==> src/design/lmsf_pkg.sv <==
// Shared types and constants for the lamp mode / sleep fade controller.
`default_nettype none

package lmsf_pkg;

    localparam int unsigned CMD_W     = 3;
    localparam int unsigned DIM_W     = 8;
    localparam int unsigned CFG_IDX_W = 3;
    localparam int unsigned CFG_DAT_W = 32;
    localparam int unsigned CNT10_W   = 10;
    localparam int unsigned IDLE_W    = 16;
    localparam int unsigned SLEEP_W   = 32;

    localparam logic [CNT10_W-1:0] CNT10_MAX = 10'd1023;

    // Reset values of the configuration registers
    localparam logic [IDLE_W-1:0]  IDLE_TIMEOUT_RST   = 16'd200;
    localparam logic [SLEEP_W-1:0] SLEEP_DURATION_RST = 32'd1000000;
    localparam logic [CNT10_W-1:0] BEACON_INT_RST     = 10'd500;
    localparam logic [CNT10_W-1:0] ADDR_RETRY_RST     = 10'd500;

    typedef enum logic [2:0] {
        MODE_RUNNING       = 3'd0,
        MODE_PAUSE         = 3'd1,
        MODE_ENTER_STANDBY = 3'd2,
        MODE_STANDBY       = 3'd3,
        MODE_LEAVE_STANDBY = 3'd4,
        MODE_ENTER_SLEEP   = 3'd5,
        MODE_SLEEP         = 3'd6
    } mode_t;

    typedef enum logic [2:0] {
        CMD_TICK          = 3'd0,
        CMD_TOUCH         = 3'd1,
        CMD_STANDBY       = 3'd2,
        CMD_LEAVE_STANDBY = 3'd3,
        CMD_SLEEP         = 3'd4,
        CMD_ADDR_ASSIGNED = 3'd5,
        CMD_SET_DIM       = 3'd6
    } cmd_t;

    typedef enum logic [1:0] {
        SEND_NONE     = 2'd0,
        SEND_BEACON   = 2'd1,
        SEND_QUERY    = 2'd2,
        SEND_ANNOUNCE = 2'd3
    } send_t;

    typedef enum logic [2:0] {
        CFG_IDLE_TIMEOUT   = 3'd0,
        CFG_SLEEP_DURATION = 3'd1,
        CFG_IS_SLAVE       = 3'd2,
        CFG_HAS_IDENTITY   = 3'd3,
        CFG_BEACON_INT     = 3'd4,
        CFG_ADDR_RETRY     = 3'd5
    } cfg_idx_t;

    typedef enum logic [1:0] {
        ST_IDLE = 2'd0,
        ST_DIV  = 2'd1,
        ST_EXEC = 2'd2
    } ctl_state_t;

    // Controller -> datapath
    typedef struct packed {
        logic latch;
        logic div_start;
        logic commit;
    } ctl_cmd_t;

    // Datapath -> controller
    typedef struct packed {
        logic need_div;
        logic div_done;
    } dp_stat_t;

endpackage

`default_nettype wire

==> src/design/lmsf_div.sv <==
// Iterative restoring divider, 32-bit dividend by 8-bit divisor, one bit a cycle.
`default_nettype none

module lmsf_div
    import lmsf_pkg::*;
(
    input  wire logic               clk,
    input  wire logic               rst_n,
    input  wire logic               start,
    input  wire logic [SLEEP_W-1:0] dividend,
    input  wire logic [DIM_W-1:0]   divisor,
    output logic                    done,
    output logic [SLEEP_W-1:0]      quotient
);

    localparam int unsigned CNT_W = $clog2(SLEEP_W);

    logic               busy_reg,    busy_next;
    logic               done_reg,    done_next;
    logic [CNT_W-1:0]   cnt_reg,     cnt_next;
    logic [DIM_W-1:0]   rem_reg,     rem_next;
    logic [SLEEP_W-1:0] quo_reg,     quo_next;
    logic [DIM_W-1:0]   dvs_reg,     dvs_next;
    logic [DIM_W:0]     trial;
    logic [DIM_W:0]     diff;
    logic               fits;

    always_comb
    begin
        trial = {rem_reg, quo_reg[SLEEP_W-1]};
        diff  = trial - {1'b0, dvs_reg};
        fits  = (trial >= {1'b0, dvs_reg});
    end

    always_comb
    begin
        busy_next = busy_reg;
        done_next = 1'b0;
        cnt_next  = cnt_reg;
        rem_next  = rem_reg;
        quo_next  = quo_reg;
        dvs_next  = dvs_reg;
        if (start)
        begin
            busy_next = 1'b1;
            cnt_next  = '0;
            rem_next  = '0;
            quo_next  = dividend;
            dvs_next  = divisor;
        end
        else if (busy_reg)
        begin
            rem_next = fits ? diff[DIM_W-1:0] : trial[DIM_W-1:0];
            quo_next = {quo_reg[SLEEP_W-2:0], fits};
            cnt_next = cnt_reg + 1'b1;
            if (cnt_reg == CNT_W'(SLEEP_W - 1))
            begin
                busy_next = 1'b0;
                done_next = 1'b1;
            end
        end
    end

    always_ff @(posedge clk or negedge rst_n)
    begin
        if (!rst_n)
        begin
            busy_reg <= 1'b0;
            done_reg <= 1'b0;
            cnt_reg  <= '0;
        end
        else
        begin
            busy_reg <= busy_next;
            done_reg <= done_next;
            cnt_reg  <= cnt_next;
        end
    end

    always_ff @(posedge clk)
    begin
        rem_reg <= rem_next;
        quo_reg <= quo_next;
        dvs_reg <= dvs_next;
    end

    assign done     = done_reg;
    assign quotient = quo_reg;

endmodule

`default_nettype wire

==> src/design/lmsf_dp.sv <==
// Datapath: configuration, mode state, slave counters, result register.
`default_nettype none

module lmsf_dp
    import lmsf_pkg::*;
(
    input  wire logic                 clk,
    input  wire logic                 rst_n,
    input  wire logic                 cfg_we,
    input  wire logic [CFG_IDX_W-1:0] cfg_index,
    input  wire logic [CFG_DAT_W-1:0] cfg_data,
    input  wire logic [CMD_W-1:0]     command,
    input  wire logic [DIM_W-1:0]     dim_value,
    input  wire logic                 send_ok,
    input  wire ctl_cmd_t             ctl,
    output dp_stat_t                  stat,
    output logic [2:0]                mode_code,
    output logic                      running,
    output logic [DIM_W-1:0]          dim_level,
    output logic [1:0]                send_kind,
    output logic                      address_clear
);

    // configuration
    logic [IDLE_W-1:0]  idle_timeout_reg;
    logic [SLEEP_W-1:0] sleep_duration_reg;
    logic               is_slave_reg;
    logic               has_identity_reg;
    logic [CNT10_W-1:0] beacon_int_reg;
    logic [CNT10_W-1:0] addr_retry_reg;

    // latched command beat
    logic [CMD_W-1:0]   item_cmd_reg;
    logic [DIM_W-1:0]   item_dim_reg;
    logic               item_ok_reg;

    // controller state
    mode_t              mode_reg,        mode_next;
    mode_t              saved_mode_reg,  saved_mode_next;
    logic [DIM_W-1:0]   dim_reg,         dim_next;
    logic [DIM_W-1:0]   saved_dim_reg,   saved_dim_next;
    logic               run_reg,         run_next;
    logic [SLEEP_W-1:0] sleep_count_reg, sleep_count_next;
    logic [SLEEP_W-1:0] sleep_step_reg,  sleep_step_next;
    logic [IDLE_W-1:0]  idle_count_reg,  idle_count_next;
    logic [CNT10_W-1:0] phase_reg,       phase_next;
    logic [CNT10_W-1:0] beacon_reg,      beacon_next;

    // result register
    mode_t              out_mode_reg;
    logic               out_run_reg;
    logic [DIM_W-1:0]   out_dim_reg;
    send_t              out_kind_reg;
    logic               out_clr_reg;

    send_t              kind;
    logic               clr;
    logic               in_standby_group;
    logic [SLEEP_W-1:0] sleep_inc;
    logic [DIM_W-1:0]   dim_dec;
    logic [CNT10_W-1:0] phase_mid;
    logic [SLEEP_W-1:0] quotient;
    logic               div_done;

    lmsf_div u_div (
        .clk      (clk),
        .rst_n    (rst_n),
        .start    (ctl.div_start),
        .dividend (sleep_duration_reg),
        .divisor  (dim_reg),
        .done     (div_done),
        .quotient (quotient)
    );

    // Only a tick arriving in enter-sleep with a non-zero dim needs the divider
    always_comb
    begin
        stat.need_div = (command == CMD_TICK) && (mode_reg == MODE_ENTER_SLEEP)
                        && (dim_reg != '0);
        stat.div_done = div_done;
    end

    always_comb
    begin
        in_standby_group = mode_reg inside {MODE_ENTER_STANDBY, MODE_STANDBY,
                                            MODE_LEAVE_STANDBY};
        mode_next        = mode_reg;
        saved_mode_next  = saved_mode_reg;
        dim_next         = dim_reg;
        saved_dim_next   = saved_dim_reg;
        run_next         = run_reg;
        sleep_count_next = sleep_count_reg;
        sleep_step_next  = sleep_step_reg;
        idle_count_next  = idle_count_reg;
        phase_next       = phase_reg;
        beacon_next      = beacon_reg;
        kind             = SEND_NONE;
        clr              = 1'b0;
        sleep_inc        = sleep_count_reg + 32'd1;
        dim_dec          = (dim_reg != '0) ? dim_reg - 8'd1 : '0;
        phase_mid        = phase_reg;

        case (item_cmd_reg)
            CMD_TICK:
            begin
                case (mode_reg)
                    MODE_RUNNING:
                    begin
                        run_next = 1'b1;
                    end
                    MODE_PAUSE:
                    begin
                        run_next = 1'b0;
                    end
                    MODE_ENTER_STANDBY:
                    begin
                        saved_dim_next = dim_reg;
                        dim_next       = '0;
                        run_next       = 1'b0;
                        mode_next      = MODE_STANDBY;
                    end
                    MODE_LEAVE_STANDBY:
                    begin
                        dim_next  = saved_dim_reg;
                        run_next  = 1'b1;
                        mode_next = saved_mode_reg;
                    end
                    MODE_ENTER_SLEEP:
                    begin
                        sleep_count_next = '0;
                        saved_dim_next   = dim_reg;
                        if (dim_reg == '0)
                        begin
                            mode_next = MODE_STANDBY;
                            run_next  = 1'b0;
                        end
                        else
                        begin
                            sleep_step_next = (quotient == '0) ? 32'd1 : quotient;
                            mode_next       = MODE_SLEEP;
                        end
                    end
                    MODE_SLEEP:
                    begin
                        if (sleep_inc >= sleep_step_reg)
                        begin
                            sleep_count_next = '0;
                            dim_next         = dim_dec;
                            if (dim_dec == '0)
                            begin
                                mode_next = MODE_STANDBY;
                                run_next  = 1'b0;
                            end
                        end
                        else
                        begin
                            sleep_count_next = sleep_inc;
                        end
                    end
                    default:
                    begin
                    end
                endcase

                if (is_slave_reg)
                begin
                    // beacon once addressed
                    if (phase_reg == '0)
                    begin
                        if (beacon_reg < CNT10_MAX)
                        begin
                            beacon_next = beacon_reg + 10'd1;
                        end
                        if ((beacon_reg >= beacon_int_reg) && item_ok_reg)
                        begin
                            kind        = SEND_BEACON;
                            beacon_next = '0;
                        end
                    end
                    // address request
                    if (phase_reg == 10'd1)
                    begin
                        clr = 1'b1;
                        if (item_ok_reg)
                        begin
                            kind      = has_identity_reg ? SEND_ANNOUNCE : SEND_QUERY;
                            phase_mid = 10'd2;
                        end
                    end
                    // retry wait, runs in the same tick as a fresh request
                    phase_next = phase_mid;
                    if (phase_mid > 10'd1)
                    begin
                        if (phase_mid < CNT10_MAX)
                        begin
                            phase_next = phase_mid + 10'd1;
                        end
                        if ((phase_mid > addr_retry_reg) || (phase_mid == CNT10_MAX))
                        begin
                            phase_next = 10'd1;
                        end
                    end
                end

                if (idle_count_reg != '0)
                begin
                    idle_count_next = idle_count_reg - 16'd1;
                    if (idle_count_reg == 16'd1)
                    begin
                        mode_next = MODE_RUNNING;
                    end
                end
            end
            CMD_TOUCH:
            begin
                idle_count_next = idle_timeout_reg;
                mode_next       = MODE_PAUSE;
            end
            CMD_STANDBY:
            begin
                if (!in_standby_group)
                begin
                    saved_mode_next = mode_reg;
                    mode_next       = MODE_ENTER_STANDBY;
                end
            end
            CMD_LEAVE_STANDBY:
            begin
                if (mode_reg == MODE_STANDBY)
                begin
                    mode_next = MODE_LEAVE_STANDBY;
                end
            end
            CMD_SLEEP:
            begin
                if (!in_standby_group)
                begin
                    mode_next = MODE_ENTER_SLEEP;
                end
            end
            CMD_ADDR_ASSIGNED:
            begin
                phase_next = '0;
            end
            CMD_SET_DIM:
            begin
                dim_next = item_dim_reg;
            end
            default:
            begin
            end
        endcase
    end

    always_ff @(posedge clk or negedge rst_n)
    begin
        if (!rst_n)
        begin
            idle_timeout_reg   <= IDLE_TIMEOUT_RST;
            sleep_duration_reg <= SLEEP_DURATION_RST;
            is_slave_reg       <= 1'b1;
            has_identity_reg   <= 1'b0;
            beacon_int_reg     <= BEACON_INT_RST;
            addr_retry_reg     <= ADDR_RETRY_RST;
        end
        else if (cfg_we)
        begin
            case (cfg_index)
                CFG_IDLE_TIMEOUT:   idle_timeout_reg   <= cfg_data[IDLE_W-1:0];
                CFG_SLEEP_DURATION: sleep_duration_reg <= cfg_data[SLEEP_W-1:0];
                CFG_IS_SLAVE:       is_slave_reg       <= cfg_data[0];
                CFG_HAS_IDENTITY:   has_identity_reg   <= cfg_data[0];
                CFG_BEACON_INT:     beacon_int_reg     <= cfg_data[CNT10_W-1:0];
                CFG_ADDR_RETRY:     addr_retry_reg     <= cfg_data[CNT10_W-1:0];
                default:
                begin
                end
            endcase
        end
    end

    always_ff @(posedge clk or negedge rst_n)
    begin
        if (!rst_n)
        begin
            mode_reg        <= MODE_RUNNING;
            saved_mode_reg  <= MODE_RUNNING;
            dim_reg         <= 8'd255;
            saved_dim_reg   <= 8'd255;
            run_reg         <= 1'b0;
            sleep_count_reg <= '0;
            sleep_step_reg  <= '0;
            idle_count_reg  <= '0;
            phase_reg       <= 10'd1;
            beacon_reg      <= '0;
        end
        else if (ctl.commit)
        begin
            mode_reg        <= mode_next;
            saved_mode_reg  <= saved_mode_next;
            dim_reg         <= dim_next;
            saved_dim_reg   <= saved_dim_next;
            run_reg         <= run_next;
            sleep_count_reg <= sleep_count_next;
            sleep_step_reg  <= sleep_step_next;
            idle_count_reg  <= idle_count_next;
            phase_reg       <= phase_next;
            beacon_reg      <= beacon_next;
        end
    end

    always_ff @(posedge clk)
    begin
        if (ctl.latch)
        begin
            item_cmd_reg <= command;
            item_dim_reg <= dim_value;
            item_ok_reg  <= send_ok;
        end
        if (ctl.commit)
        begin
            out_mode_reg <= mode_next;
            out_run_reg  <= run_next;
            out_dim_reg  <= dim_next;
            out_kind_reg <= kind;
            out_clr_reg  <= clr;
        end
    end

    assign mode_code     = 3'(out_mode_reg);
    assign running       = out_run_reg;
    assign dim_level     = out_dim_reg;
    assign send_kind     = 2'(out_kind_reg);
    assign address_clear = out_clr_reg;

endmodule

`default_nettype wire

==> src/design/lmsf_ctrl.sv <==
// Controller: sequences accept, divide, commit and the result handshake.
`default_nettype none

module lmsf_ctrl
    import lmsf_pkg::*;
(
    input  wire logic     clk,
    input  wire logic     rst_n,
    input  wire logic     in_valid,
    output logic          in_ready,
    output logic          out_valid,
    input  wire logic     out_ready,
    input  wire dp_stat_t stat,
    output ctl_cmd_t      ctl
);

    ctl_state_t state_reg, state_next;
    logic       out_valid_reg, out_valid_next;
    logic       slot_free;

    assign slot_free = !out_valid_reg || out_ready;

    always_comb
    begin
        state_next = state_reg;
        case (state_reg)
            ST_IDLE:
            begin
                if (in_valid)
                begin
                    state_next = stat.need_div ? ST_DIV : ST_EXEC;
                end
            end
            ST_DIV:
            begin
                if (stat.div_done)
                begin
                    state_next = ST_EXEC;
                end
            end
            ST_EXEC:
            begin
                if (slot_free)
                begin
                    state_next = ST_IDLE;
                end
            end
            default:
            begin
                state_next = ST_IDLE;
            end
        endcase
    end

    always_comb
    begin
        in_ready      = (state_reg == ST_IDLE);
        ctl.latch     = (state_reg == ST_IDLE) && in_valid;
        ctl.div_start = (state_reg == ST_IDLE) && in_valid && stat.need_div;
        ctl.commit    = (state_reg == ST_EXEC) && slot_free;
    end

    always_comb
    begin
        out_valid_next = out_valid_reg;
        if (ctl.commit)
        begin
            out_valid_next = 1'b1;
        end
        else if (out_ready)
        begin
            out_valid_next = 1'b0;
        end
    end

    always_ff @(posedge clk or negedge rst_n)
    begin
        if (!rst_n)
        begin
            state_reg     <= ST_IDLE;
            out_valid_reg <= 1'b0;
        end
        else
        begin
            state_reg     <= state_next;
            out_valid_reg <= out_valid_next;
        end
    end

    assign out_valid = out_valid_reg;

endmodule

`default_nettype wire

==> src/design/lamp_mode_sleep_fade_controller.sv <==
// Top level of the lamp mode / sleep fade controller.
//
//  channel  | handshake             | payload
//  ---------+-----------------------+------------------------------------------------
//  config   | cfg_valid / cfg_ready | cfg_index[2:0], cfg_data[31:0]
//  command  | in_valid / in_ready   | command[2:0], dim_value[7:0], send_ok
//  result   | out_valid / out_ready | mode_code[2:0], running, dim_level[7:0],
//           |                       | send_kind[1:0], address_clear
//
// One command beat is worked at a time: accept, execute, then the
// result beat sits in the output register.
// A tick in enter-sleep with a non-zero dim runs the 32-by-8 serial
// divider first, one quotient bit a cycle, before the execute step.
// A new command beat is taken while the previous result still waits; a
// stalled result holds only the execute step of the next beat.
// Config is always ready. Reset is asynchronous, active low, and loads the
// register defaults (idle_timeout 200, sleep_duration 1000000, slave on).
`default_nettype none

module lamp_mode_sleep_fade_controller
    import lmsf_pkg::*;
(
    input  wire logic                 clk,
    input  wire logic                 rst_n,
    input  wire logic                 cfg_valid,
    output logic                      cfg_ready,
    input  wire logic [CFG_IDX_W-1:0] cfg_index,
    input  wire logic [CFG_DAT_W-1:0] cfg_data,
    input  wire logic                 in_valid,
    output logic                      in_ready,
    input  wire logic [CMD_W-1:0]     command,
    input  wire logic [DIM_W-1:0]     dim_value,
    input  wire logic                 send_ok,
    output logic                      out_valid,
    input  wire logic                 out_ready,
    output logic [2:0]                mode_code,
    output logic                      running,
    output logic [DIM_W-1:0]          dim_level,
    output logic [1:0]                send_kind,
    output logic                      address_clear
);

    ctl_cmd_t ctl;
    dp_stat_t stat;

    assign cfg_ready = 1'b1;

    lmsf_ctrl u_ctrl (
        .clk       (clk),
        .rst_n     (rst_n),
        .in_valid  (in_valid),
        .in_ready  (in_ready),
        .out_valid (out_valid),
        .out_ready (out_ready),
        .stat      (stat),
        .ctl       (ctl)
    );

    lmsf_dp u_dp (
        .clk           (clk),
        .rst_n         (rst_n),
        .cfg_we        (cfg_valid && cfg_ready),
        .cfg_index     (cfg_index),
        .cfg_data      (cfg_data),
        .command       (command),
        .dim_value     (dim_value),
        .send_ok       (send_ok),
        .ctl           (ctl),
        .stat          (stat),
        .mode_code     (mode_code),
        .running       (running),
        .dim_level     (dim_level),
        .send_kind     (send_kind),
        .address_clear (address_clear)
    );

    // One beat in flight: accepting closes the input until the commit
    a_one_in_flight: assert property (@(posedge clk) disable iff (!rst_n)
        (in_valid && in_ready) |=> !in_ready)
        else $error("command accepted while a beat was in flight");

    // A commit always presents a result beat
    a_commit_shows: assert property (@(posedge clk) disable iff (!rst_n)
        ctl.commit |=> out_valid)
        else $error("commit without result beat");

    // The divider only finishes while the controller waits on it
    a_div_done_busy: assert property (@(posedge clk) disable iff (!rst_n)
        stat.div_done |-> !in_ready)
        else $error("divider finished while controller idle");

    // No commit in the same cycle as an accept
    a_no_commit_idle: assert property (@(posedge clk) disable iff (!rst_n)
        ctl.commit |-> !in_ready)
        else $error("commit while idle");

endmodule

`default_nettype wire

==> config.mk <==
export PLATFORM = sky130hd
export DESIGN_NAME = lamp_mode_sleep_fade_controller
export DESIGN_NICKNAME = d
export VERILOG_FILES = /design/src/design/lmsf_pkg.sv /design/src/design/lmsf_div.sv /design/src/design/lmsf_dp.sv /design/src/design/lmsf_ctrl.sv /design/src/design/lamp_mode_sleep_fade_controller.sv
export SDC_FILE = /design/constraint.sdc
export NUM_CORES = 1
export LEC_CHECK = 0
export ABC_CLOCK_PERIOD_IN_PS = 5900
export BUFFER_PORTS_ARGS = -buffer_cell sky130_fd_sc_hd__buf_2
export CAP_MARGIN = 20
export CORE_ASPECT_RATIO = 0.8
export CORE_MARGIN = 2
export CORE_UTILIZATION = 60
export DETAILED_ROUTE_END_ITERATION = 10
export PLACE_DENSITY = 0.78
export SYNTH_ARGS = -nofsm -noshare
export SYNTH_HDL_FRONTEND = slang
export SYNTH_HIERARCHICAL = 1
export SYNTH_SLANG_ARGS = --single-unit
export TNS_END_PERCENT = 20
==> constraint.sdc <==
create_clock -name clk -period 5.9 [get_ports clk]
set_clock_uncertainty 0.1 [all_clocks]
set_input_delay 0.295 -clock clk [delete_from_list [all_inputs] [get_ports clk]]
set_output_delay 0.295 -clock clk [all_outputs]
set_load 0.05 [all_outputs]
==> run summary, run 1 <==
Switching power = 2.488 mW
Core box area = 25180 sq um
Clock slew seen by the registers of the worst setup and hold paths = 0.07 ns
PwrDens = 410.1 nW/um^2
Largest family of logic cells by synthesized area = simple AND/OR/NAND/NOR gates
CTS buffer count = 27
Pwr Total = 7.105 mW
Remaining routing DRC violations = 0
Post-synth EDFFs = 67
DR vias/cell = 6.094
Yosys reg bits = 278
Synth Area in Adders = 0.05951
Max Clock Freq = 195.8 MHz
CP dominant cell by count = buf_4
Setup TNS = 0 ns
Tcrit/Tclk final = 0.8654
Port Buffers = 68
Worst Tran Pin Value = 1.070 ns
R2r worst-path depth = 18
Delay-heaviest family, CP = simple AND/OR/NAND/NOR gates
Full die area = 26740 sq um
# nets final = 1691
Worst skew pair latency = 0.55 ns
Clock sink count = 278
Combinational share of power = 0.307
Root Driver = clkbuf_16
Post-route ant nets = 0
Vias in the first global route = 11515
Die Span X = 182.3 um
Worst R2R Setup Slack = 0.79 ns
Avg WL per Cell = 18.37 um
CP max FO = 15
Drt first pass iters = 5
Status = finished clean
Fin area = 17330 sq um
Final Util = 0.6881
Mean Syn Cell Area = 10.28 sq um
Worst hold path type = primary input to register
Final setup viols = 0
Gr ovfl total = 0
Endpoints failing hold = 0
Area occupied by multi-input gates = 7301 sq um
Die Ht = 146.7 um
Worst hold slack = 0.04758 ns
Reg-to-reg startpoint = u_dp/sleep_count_reg[0]
RSZ-0062 raised after global routing = no
Worst Path Class, Setup = register to register
First-pass GRT wire length = 57.91 mm
H-tree depth = 1
Met2 Use GR = 0.4294
GR Layer Usage met1 = 0.3839
Xor/xnor cell area share of the yosys netlist = 0.02869
Largest net degree at the start of global routing = 74
Placed Cells = 1816
Clk buf depth = 3
Max Slew Vio Count = 0
P&R area growth vs syn = 13.51%
CP peak stage delay = 0.47 ns
Layout Cells excl Fill = 1912
Seq pwr share = 0.418
Asr flop ratio synth = 0.7302
Drt total wl = 35.12 mm
Inserted Diodes = 0
Layout fillers = 1865
Hold EP = u_dp/has_identity_reg
Sw Share = 0.3501
Dpl ws = 1.102 ns
Internal = 4.618 mW
Reg area = 7302 sq um
Vias = 11651
Layout cell share with drive strength beyond 1 = 0.1927
Max rail drop VDD = 0.2939 mV
Endpoint type of the worst setup path = register
CTS tree = built
GR Util All Layers = 0.2656
Multiplexer share of the synthesized area = 0.1073
Dpl hpwl = 23.85 mm
Initial antenna violation count = 0
Placed Area = 15860 sq um
Commonest non-fill, non-tap cells in the layout = dfrtp_1, nand2_1, mux2_2
Ys flop type = dfrtp_1
Netlist Area Pre-Place = 15260 sq um
Crit start category = register
Sequential area share after synthesis = 0.4784
Iteration-0 DRC Markers = 947
M3 GR Usage = 0.02819
Setup WS post-layout = 0.7940 ns
R2r endpoint = u_dp/dim_level[7]
Worst path buffer plus inverter count = 3
Post-Synthesis Cells = 1485
Slew margin rel. = 0.2811
Initial core utilization = 0.6062
Cell variety after synth = 87
Cells on Worst Hold Path = 3
Syn nets = 1609
Critical path arrival = 5.29 ns
PostCTS Resize Cnt = 0
Synth Area in Simple Gates = 0.1417
Gpl congestion = 0.9070
Critical path's slowest cell = dfrtp_1
Static Leak = 7.325 nW
Most common cell after layout, fill and taps aside = dfrtp_1
Top-Level Pins = 70
GRT Max-Usage Layer = met2
Max-cap viol count = 0
Ys Warns = 6
Area fraction in compound gates after synthesis = 0.1378
Clock share of power = 0.275
Hold Crit Start = cfg_valid
Worst-path cell chain = ha_1 -> nand3_1 -> nor4_4 -> buf_4 -> nand4_1 -> nor2_1 -> nand3_1 -> xnor2_1 -> ha_1 -> a21oi_1 -> nand2_1 -> a221oi_1 -> o211ai_1 -> buf_4 -> nor2_1 -> buf_4 -> mux2i_1 -> a31oi_1
Crit path time final = 5.106 ns
CP required = 6.09 ns
Rows = 52
## synth_stat cells, drive strengths merged, types with 4 or more instances
| cell type | instances | share of area |
|---|---|---|
| ha | 71 | 0.058 |
| and3 | 14 | 0.0057 |
| nand2b | 19 | 0.0078 |
| o2111ai | 5 | 0.0029 |
| xnor2 | 29 | 0.017 |
| dfstp | 40 | 0.069 |
| a2bb2oi | 4 | 0.0023 |
| a41oi | 4 | 0.0023 |
| nor2b | 14 | 0.0057 |
| xor2 | 21 | 0.012 |
| a21o | 8 | 0.0040 |
| mux2 | 135 | 0.10 |
| o21ai | 91 | 0.030 |
| nand2 | 131 | 0.032 |
| nor2 | 96 | 0.024 |
| o22ai | 9 | 0.0037 |
| nand3 | 41 | 0.014 |
| o211ai | 13 | 0.0064 |
| a22o | 8 | 0.0046 |
| o221ai | 4 | 0.0027 |
| mux2i | 11 | 0.0072 |
| buf | 28 | 0.010 |
| dfxtp | 8 | 0.010 |
| inv | 92 | 0.023 |
| dfrtp | 163 | 0.27 |
| o21a | 10 | 0.0049 |
| nor4b | 4 | 0.0027 |
| a22oi | 14 | 0.0069 |
| nor3 | 31 | 0.011 |
| a211oi | 10 | 0.0056 |
| edfxtp | 67 | 0.13 |
| and2 | 5 | 0.0020 |
| a21oi | 77 | 0.026 |
| nor4 | 18 | 0.0084 |
| nand4 | 27 | 0.011 |
| o31ai | 7 | 0.0034 |
| or3 | 14 | 0.0057 |
| or4 | 8 | 0.0042 |
| a31oi | 36 | 0.015 |
| clkbuf | 53 | 0.013 |
## tightest hold or removal path, stage by stage
cell and delay [ns]:
buf_2 0.12, nand4b_1 0.10, mux2_2 0.15
## logic make-up after synthesis
family                     Yosys count
and+or+nand+nor                    436
adders and majority gates           72
DFF                                278
muxes                              146
AOI/OAI and AO/OA                  328
buffers and inverters              174
other                                1
xor gates and xnor gates            50
## power by group through the flow
stage               clock [mW]  combinational [mW]  sequential (mW)
floorplan                    0                1.62             2.90
global placement             0                2.04             2.96
detailed placement           0                2.13             2.99
CTS                       1.98                2.17             2.96
global route              2.05                2.44             3.04
finish                    1.95                2.18             2.97
## routing by layer
metal | wire length, um | share of wire
met1 | 16400 | 0.47
met2 | 16200 | 0.46
met3 | 1697 | 0.048
met4 | 823 | 0.023
met5 | 0 | 0
## how the worst max path moves through the flow
stage | start | to | slack (ns) | cells past startpoint
floorplan | u_dp/sleep_count_reg[0] | u_dp/running | 1.44 | 14
global placement | u_dp/sleep_count_reg[0] | u_dp/dim_level[7] | 1.22 | 18
detailed placement | u_dp/sleep_count_reg[0] | u_dp/dim_level[0] | 1.10 | 16
CTS | u_dp/sleep_count_reg[0] | u_dp/dim_level[7] | 0.93 | 18
global route | u_dp/sleep_count_reg[0] | u_dp/dim_level[7] | 0.51 | 18
finish | u_dp/sleep_count_reg[0] | u_dp/dim_level[7] | 0.79 | 18
## layout make-up
cell class / instances / area share
timing repair buffer: 134 / 0.05539
multi-input combinational: 1033 / 0.4214
clock buffer: 31 / 0.04167
inverter: 93 / 0.02015
sequential: 278 / 0.4214
clock inverter: 19 / 0.01661
tap: 324 / 0.02340
## repair_timing
| item | in CTS | in global routing |
|---|---|---|
| endpoints found under the hold margin | 121 | 0 |
| buffers inserted | 0 | 0 |
| hold buffers | 46 | 0 |
Note: power is estimated with default switching activity, not from simulation.
==> run 2: changes to the inputs <==
- CORE_ASPECT_RATIO: 0.8 -> 1.75
- MAX_ROUTING_LAYER: default -> met4
==> run 2 against run 1 <==
  * Non-clock buffer count rose by 2
  * Routed wire length rose by 7.9%
  * Largest cell class unchanged
  * Largest power group unchanged
  * Clock power barely moved
  * Sequential share of layout area did not move
  * Via count rose by 1.9%
  * Register-to-register slack got worse by 0.22 ns
  * Critical path type unchanged
  * Sequential power barely moved
==> run summary, run 2 (synthesized netlist as in run 1, its figures left out) <==
Die Ht = 215 um (+47%)
Hold Crit Start = cfg_valid
Max rail drop VDD = 0.3444 mV (+17%)
P&R area growth vs syn = 13.51% (unchanged)
Tcrit/Tclk final = 0.9023 (+0.03690)
Gr ovfl total = 0 (unchanged)
Pwr Total = 7.161 mW (+0.78%)
Reg-to-reg startpoint = u_dp/sleep_count_reg[0]
Remaining routing DRC violations = 0 (unchanged)
Rows = 77 (+48%)
Switching power = 2.546 mW (+2.3%)
CTS tree = built
RSZ-0062 raised after global routing = no
Worst skew pair latency = 0.56 ns (about the same)
Final Util = 0.6891 (+0.0009240)
GR Util All Layers = 0.2938 (+0.02819)
Most common cell after layout, fill and taps aside = dfrtp_1
Full die area = 26780 sq um (+0.15%)
Root Driver = clkbuf_16
Core box area = 25150 sq um (-0.13%)
Combinational share of power = 0.309 (+0.002)
Max-cap viol count = 0 (unchanged)
Hold EP = u_dp/has_identity_reg
Layout cell share with drive strength beyond 1 = 0.1927 (unchanged)
Slew margin rel. = 0.3727 (+0.09166)
Endpoints failing hold = 0 (unchanged)
Crit path time final = 5.324 ns (+0.2177 ns)
Die Span X = 124.6 um (-32%)
Vias = 11868 (+1.9%)
CTS buffer count = 26 (-3.7%)
Cells on Worst Hold Path = 3 (unchanged)
Initial antenna violation count = 0 (unchanged)
Avg WL per Cell = 19.90 um (+8.4%)
R2r endpoint = u_dp/dim_reg[4]
Crit start category = register
Setup TNS = 0 ns (unchanged)
Worst Path Class, Setup = register to register
Worst R2R Setup Slack = 0.58 ns (-0.22 ns)
Port Buffers = 68 (unchanged)
First-pass GRT wire length = 62.32 mm (+7.6%)
# nets final = 1692 (+0.059%)
Internal = 4.615 mW (about the same)
Max Slew Vio Count = 0 (unchanged)
CP required = 6.26 ns (+0.17 ns)
Vias in the first global route = 12493 (+8.5%)
Drt first pass iters = 5 (unchanged)
Clock sink count = 278 (unchanged)
R2r worst-path depth = 15 (-3)
Gpl congestion = 0.9301 (+2.5%)
Worst Tran Pin Value = 0.9409 ns (-0.1293 ns)
Sw Share = 0.3555 (+0.005432)
Inserted Diodes = 0 (unchanged)
Commonest non-fill, non-tap cells in the layout = dfrtp_1, nand2_1, mux2_2
Post-CTS Repair Setup Buffers = 0 (unchanged)
Layout Cells excl Fill = 1904 (-0.42%)
H-tree depth = 1 (unchanged)
Max Clock Freq = 187.8 MHz (-4.1%)
Final setup viols = 0 (unchanged)
Clock slew seen by the registers of the worst setup and hold paths = 0.07 ns (about the same)
Iteration-0 DRC Markers = 842 (-11%)
Placed Cells = 1809 (-0.39%)
Static Leak = 7.330 nW (about the same)
Worst hold slack = 0.02841 ns (-0.01917 ns)
Worst hold path type = primary input to register
Dpl hpwl = 26.21 mm (+9.9%)
PwrDens = 413.3 nW/um^2 (+0.78%)
Post-route ant nets = 0 (unchanged)
Critical path arrival = 5.68 ns (+0.39 ns)
Clk buf depth = 3 (unchanged)
Clock share of power = 0.272 (-0.003)
Top-Level Pins = 70 (unchanged)
Drt total wl = 37.90 mm (+7.9%)
Initial core utilization = 0.6071 (+0.0008145)
Status = finished clean
DR vias/cell = 6.233 (+2.3%)
CP max FO = 12 (-3)
Seq pwr share = 0.419 (about the same)
Endpoint type of the worst setup path = register
Largest net degree at the start of global routing = 81 (+9.5%)
-- run 2: cell type report --
class                      count  area, sq um
clock inverter                15        274.0
tap                          316        395.4
clock buffer                  33        728.2
multi-input combinational   1033         7301
fill                        1821         7819
timing repair buffer         136        977.2
inverter                      93        349.1
sequential                   278         7302
-- run 2: timing repair --
action | 4_1_cts | 5_1_grt
resized for setup | 0 | 0
hold buffers | 47 | 0
endpoints found under the hold margin | 141 | 0
-- run 2: worst max path at each step --
stage	startpoint	endpoint	slack, ns	cells after the start
3_3_place_gp	u_dp/sleep_count_reg[0]	u_dp/dim_reg[4]	0.92	15
4_1_cts	u_dp/sleep_count_reg[3]	u_dp/dim_reg[4]	0.59	15
5_1_grt	u_dp/sleep_count_reg[2]	u_dp/dim_level[1]	0.14	15
6_report	u_dp/sleep_count_reg[0]	u_dp/dim_reg[4]	0.58	15
3_5_place_dp	u_dp/sleep_count_reg[2]	u_dp/dim_reg[4]	0.63	15
2_1_floorplan	u_dp/sleep_count_reg[0]	u_dp/running	1.44	14
-- run 2: power by group through the flow --
stage               combinational, mW  sequential (mW)  clock (mW)
floorplan                        1.62             2.90           0
finish                           2.21             3.00        1.95
global route                     2.46             3.06        2.05
detailed placement               2.15             3.01           0
CTS                              2.19             2.98        1.98
global placement                 2.07             2.99           0
-- run 2: per-stage QoR --
stage	area, sq um	worst slack [ns]
after global placement	15850	0.9208
after detailed placement	15850	0.6337
after CTS	17330	0.5868
final	17330	0.5763
after floorplan	15260	1.437
after global routing	17330	0.1387
-- run 2: routing by layer --
metal	vias to the layer above	track usage	share of wire
met3	117	0.03336	0.042
met5	-	-	0
met1	5851	0.3061	0.36
li1	5530	-	-
met2	370	0.5434	0.55
met4	0	0.1453	0.047
-- run 2: worst max-delay path, stage by stage (launching register included) --
cell	delay [ns]
dfrtp_1	0.44
nand4_1	0.19
nor4_1	0.64
nand4_1	0.29
or3_1	0.52
nor2b_1	0.25
xor2_1	0.11
ha_1	0.30
nand4_1	0.17
nor4_1	0.45
a21boi_1	0.42
buf_4	0.27
nor2_1	0.13
buf_4	0.25
or4_1	0.55
o2111ai_1	0.14
==> run 3: changes to the inputs <==
- ABC_AREA: default -> 1
- CELL_PAD_IN_SITES_DETAIL_PLACEMENT: default -> 1
- CELL_PAD_IN_SITES_GLOBAL_PLACEMENT: default -> 2
- CORE_UTILIZATION: 60 -> 38
- PLACE_DENSITY: 0.78 -> default
- PLACE_DENSITY_LB_ADDON: default -> 0.1
==> run 3 against run 2 <==
  * Sequential share of layout area is the same
  * Cell area is the same
  * Die area grew 54%
  * Largest power group unchanged
  * Clock-buffer cell count grew 5
  * Largest cell class unchanged
  * First-iteration DRC count shrank 49%
  * Combinational power grew 12%
  * Flip-flop and latch count is the same
  * Critical path type unchanged
==> run summary, run 3 <==
PostCTS Resize Cnt = 0 (unchanged)
Synth area leader = dfrtp_1
Hold Crit Start = cfg_data[5]
Reg-to-reg startpoint = u_dp/dim_reg[0]
Netlist Area Pre-Place = 15080 sq um (-1.2%)
Sequential area share after synthesis = 0.4842 (+0.005874)
Syn nets = 1944 (+21%)
First-pass GRT wire length = 71.46 mm (+15%)
CP max FO = 34 (+22)
Initial antenna violation count = 0 (unchanged)
Remaining routing DRC violations = 0 (unchanged)
Pwr Total = 7.333 mW (+2.4%)
Max rail drop VDD = 0.2731 mV (-21%)
Fin area = 17330 sq um (unchanged)
Gpl congestion = 0.8547 (-8.1%)
Setup TNS = 0 ns (unchanged)
Worst hold slack = 0.02436 ns (-0.004048 ns)
Max-cap viol count = 0 (unchanged)
PwrDens = 423.2 nW/um^2 (+2.4%)
Drt first pass iters = 4 (-1)
Placed Area = 15910 sq um (+0.36%)
Most common cell after layout, fill and taps aside = nand2_1
Crit start category = register
Most frequent cell after synthesis = nand2_1
GR Layer Usage met1 = 0.2494 (-0.05670)
Static Leak = 8.244 nW (+12%)
Root Driver = clkbuf_16
# nets final = 2046 (+21%)
Endpoints failing hold = 0 (unchanged)
Ys Warns = 6 (unchanged)
Clk buf depth = 3 (unchanged)
Status = finished clean
Worst hold path type = primary input to register
Worst Tran Pin Value = 0.9881 ns (+0.04714 ns)
Max Clock Freq = 214.7 MHz (+14%)
Core box area = 39160 sq um (+56%)
Cell variety after synth = 58 (-33%)
Top-Level Pins = 70 (unchanged)
Mean Syn Cell Area = 8.285 sq um (-19%)
Rows = 96 (+25%)
Final setup viols = 0 (unchanged)
Hold EP = u_dp/sleep_duration_reg[5]
CP required = 6.09 ns (-0.17 ns)
DR vias/cell = 5.086 (-18%)
Yosys reg bits = 278 (unchanged)
Max Slew Vio Count = 0 (unchanged)
Avg WL per Cell = 18.17 um (-8.7%)
Post-synth EDFFs = 67 (unchanged)
Clock slew seen by the registers of the worst setup and hold paths = 0.07 ns (about the same)
Iteration-0 DRC Markers = 433 (-49%)
Cells on Worst Hold Path = 3 (unchanged)
Layout cell share with drive strength beyond 1 = 0.1229 (-0.06982)
Drt total wl = 44.24 mm (+17%)
Vias in the first global route = 13295 (+6.4%)
Vias = 12385 (+4.4%)
Clock sink count = 278 (unchanged)
Full die area = 41360 sq um (+54%)
Commonest non-fill, non-tap cells in the layout = nand2_1, inv_1, dfrtp_1
Dpl hpwl = 32.70 mm (+25%)
Post-CTS Repair Setup Buffers = 0 (unchanged)
Ys flop type = dfrtp_1
M3 GR Usage = 0.02104 (-0.01232)
Gr ovfl total = 0 (unchanged)
H-tree depth = 1 (unchanged)
Top cell type's share of synthesized area = 0.2705 (+0.003281)
Final Util = 0.4425 (-0.2466)
Port Buffers = 68 (unchanged)
Die Ht = 267.5 um (+24%)
Synth top area cells = dfrtp_1, edfxtp_1, nand2_1
RSZ-0062 raised after global routing = no
Asr flop ratio synth = 0.7302 (unchanged)
Initial core utilization = 0.3851 (-0.2220)
Worst R2R Setup Slack = 1.24 ns (+0.67 ns)
CTS tree = built
Inserted Diodes = 0 (unchanged)
Largest net degree at the start of global routing = 76 (-6.2%)
Slew margin rel. = 0.3372 (-0.03550)
Worst skew pair latency = 0.57 ns (about the same)
Post-Synthesis Cells = 1820 (+23%)
R2r worst-path depth = 12 (-3)
GRT Max-Usage Layer = met2
Met2 Use GR = 0.4234 (-0.1200)
Leading post-synthesis cells by instance count = nand2_1, inv_1, dfrtp_1
Tcrit/Tclk final = 0.7893 (-0.1130)
Layout fillers = 4709 (+160%)
Die Span X = 154.6 um (+24%)
Crit path time final = 4.657 ns (-0.6667 ns)
Endpoint type of the worst setup path = register
CTS buffer count = 29 (+12%)
R2r endpoint = u_dp/u_div/quotient[0]
Post-route ant nets = 0 (unchanged)
CTS Hold Bufs = 43 (-8.5%)
GR Util All Layers = 0.2248 (-0.06905)
Worst Path Class, Setup = register to register
P&R area growth vs syn = 14.90%
Critical path arrival = 4.85 ns (-0.83 ns)
==> run 3: layer usage <==
layer / wire [um] / vias to the layer above
li1: - / 6122
met1: 17920 / 6059
met2: 24090 / 143
met3: 990 / 61
met4: 1234 / 0
met5: 0 / -
==> run 3: logic make-up after synthesis <==
| kind of cell | count (synthesis) | synth area share |
|---|---|---|
| compound gates | 257 | 0.09492 |
| other cells | 1 | 0.0002487 |
| fa+ha+maj | 72 | 0.06024 |
| simple gates | 844 | 0.2429 |
| mux | 19 | 0.01394 |
| flops | 278 | 0.4842 |
| buf+inv | 305 | 0.07791 |
| xor+xnor | 44 | 0.02556 |
==> run 3: per-stage QoR <==
step	worst slack, ns	std cells
after floorplan	1.702	1820
after global placement	1.148	2335
after detailed placement	1.160	2335
after CTS	1.133	2432
after global routing	0.8383	2435
final	1.243	2435
==> run 3: worst max-delay path by stage <==
stage,from,to,slack [ns],cells after the start
after floorplan,u_dp/dim_reg[0],u_dp/u_div/quotient[0],1.70,12
after global placement,u_dp/dim_reg[0],u_dp/u_div/quotient[0],1.15,12
after detailed placement,u_dp/dim_reg[0],u_dp/u_div/quotient[0],1.16,12
after CTS,u_dp/dim_reg[0],u_dp/u_div/quotient[0],1.13,12
after global routing,u_dp/dim_reg[0],u_dp/u_div/quotient[0],0.84,12
final,u_dp/dim_reg[0],u_dp/u_div/quotient[0],1.24,12
==> run 3: area by class of cell <==
| cell class | instances | area [sq um] | area share |
|---|---|---|---|
| flip-flops and latches | 278 | 7302 | 0.4214 |
| multi-input cells | 1237 | 6618 | 0.3819 |
| repair buffers | 126 | 944.7 | 0.05452 |
| inverters | 250 | 938.4 | 0.05416 |
| clock buffers | 38 | 769.5 | 0.04441 |
| well taps | 490 | 613.1 | 0.03538 |
| clock inverters | 16 | 141.4 | 0.008160 |
==> run 3: worst max-delay path, stage by stage, from the launching register on <==
cell      delay, ns
dfstp_2        0.56
clkinv_1       0.29
ha_1           0.32
nor3b_1        0.13
nand2_1        0.31
nand2_1        0.34
nor4_1         0.37
inv_1          0.13
nor3_2         0.21
buf_4          0.35
clkinv_1       0.86
nor2_1         0.33
a31oi_1        0.07
==> run 3: power by group <==
part           total [mW]  switching, mW  internal (mW)
registers            3.03          0.416           2.61
logic                2.48           1.63          0.850
clock network        1.82          0.810           1.01
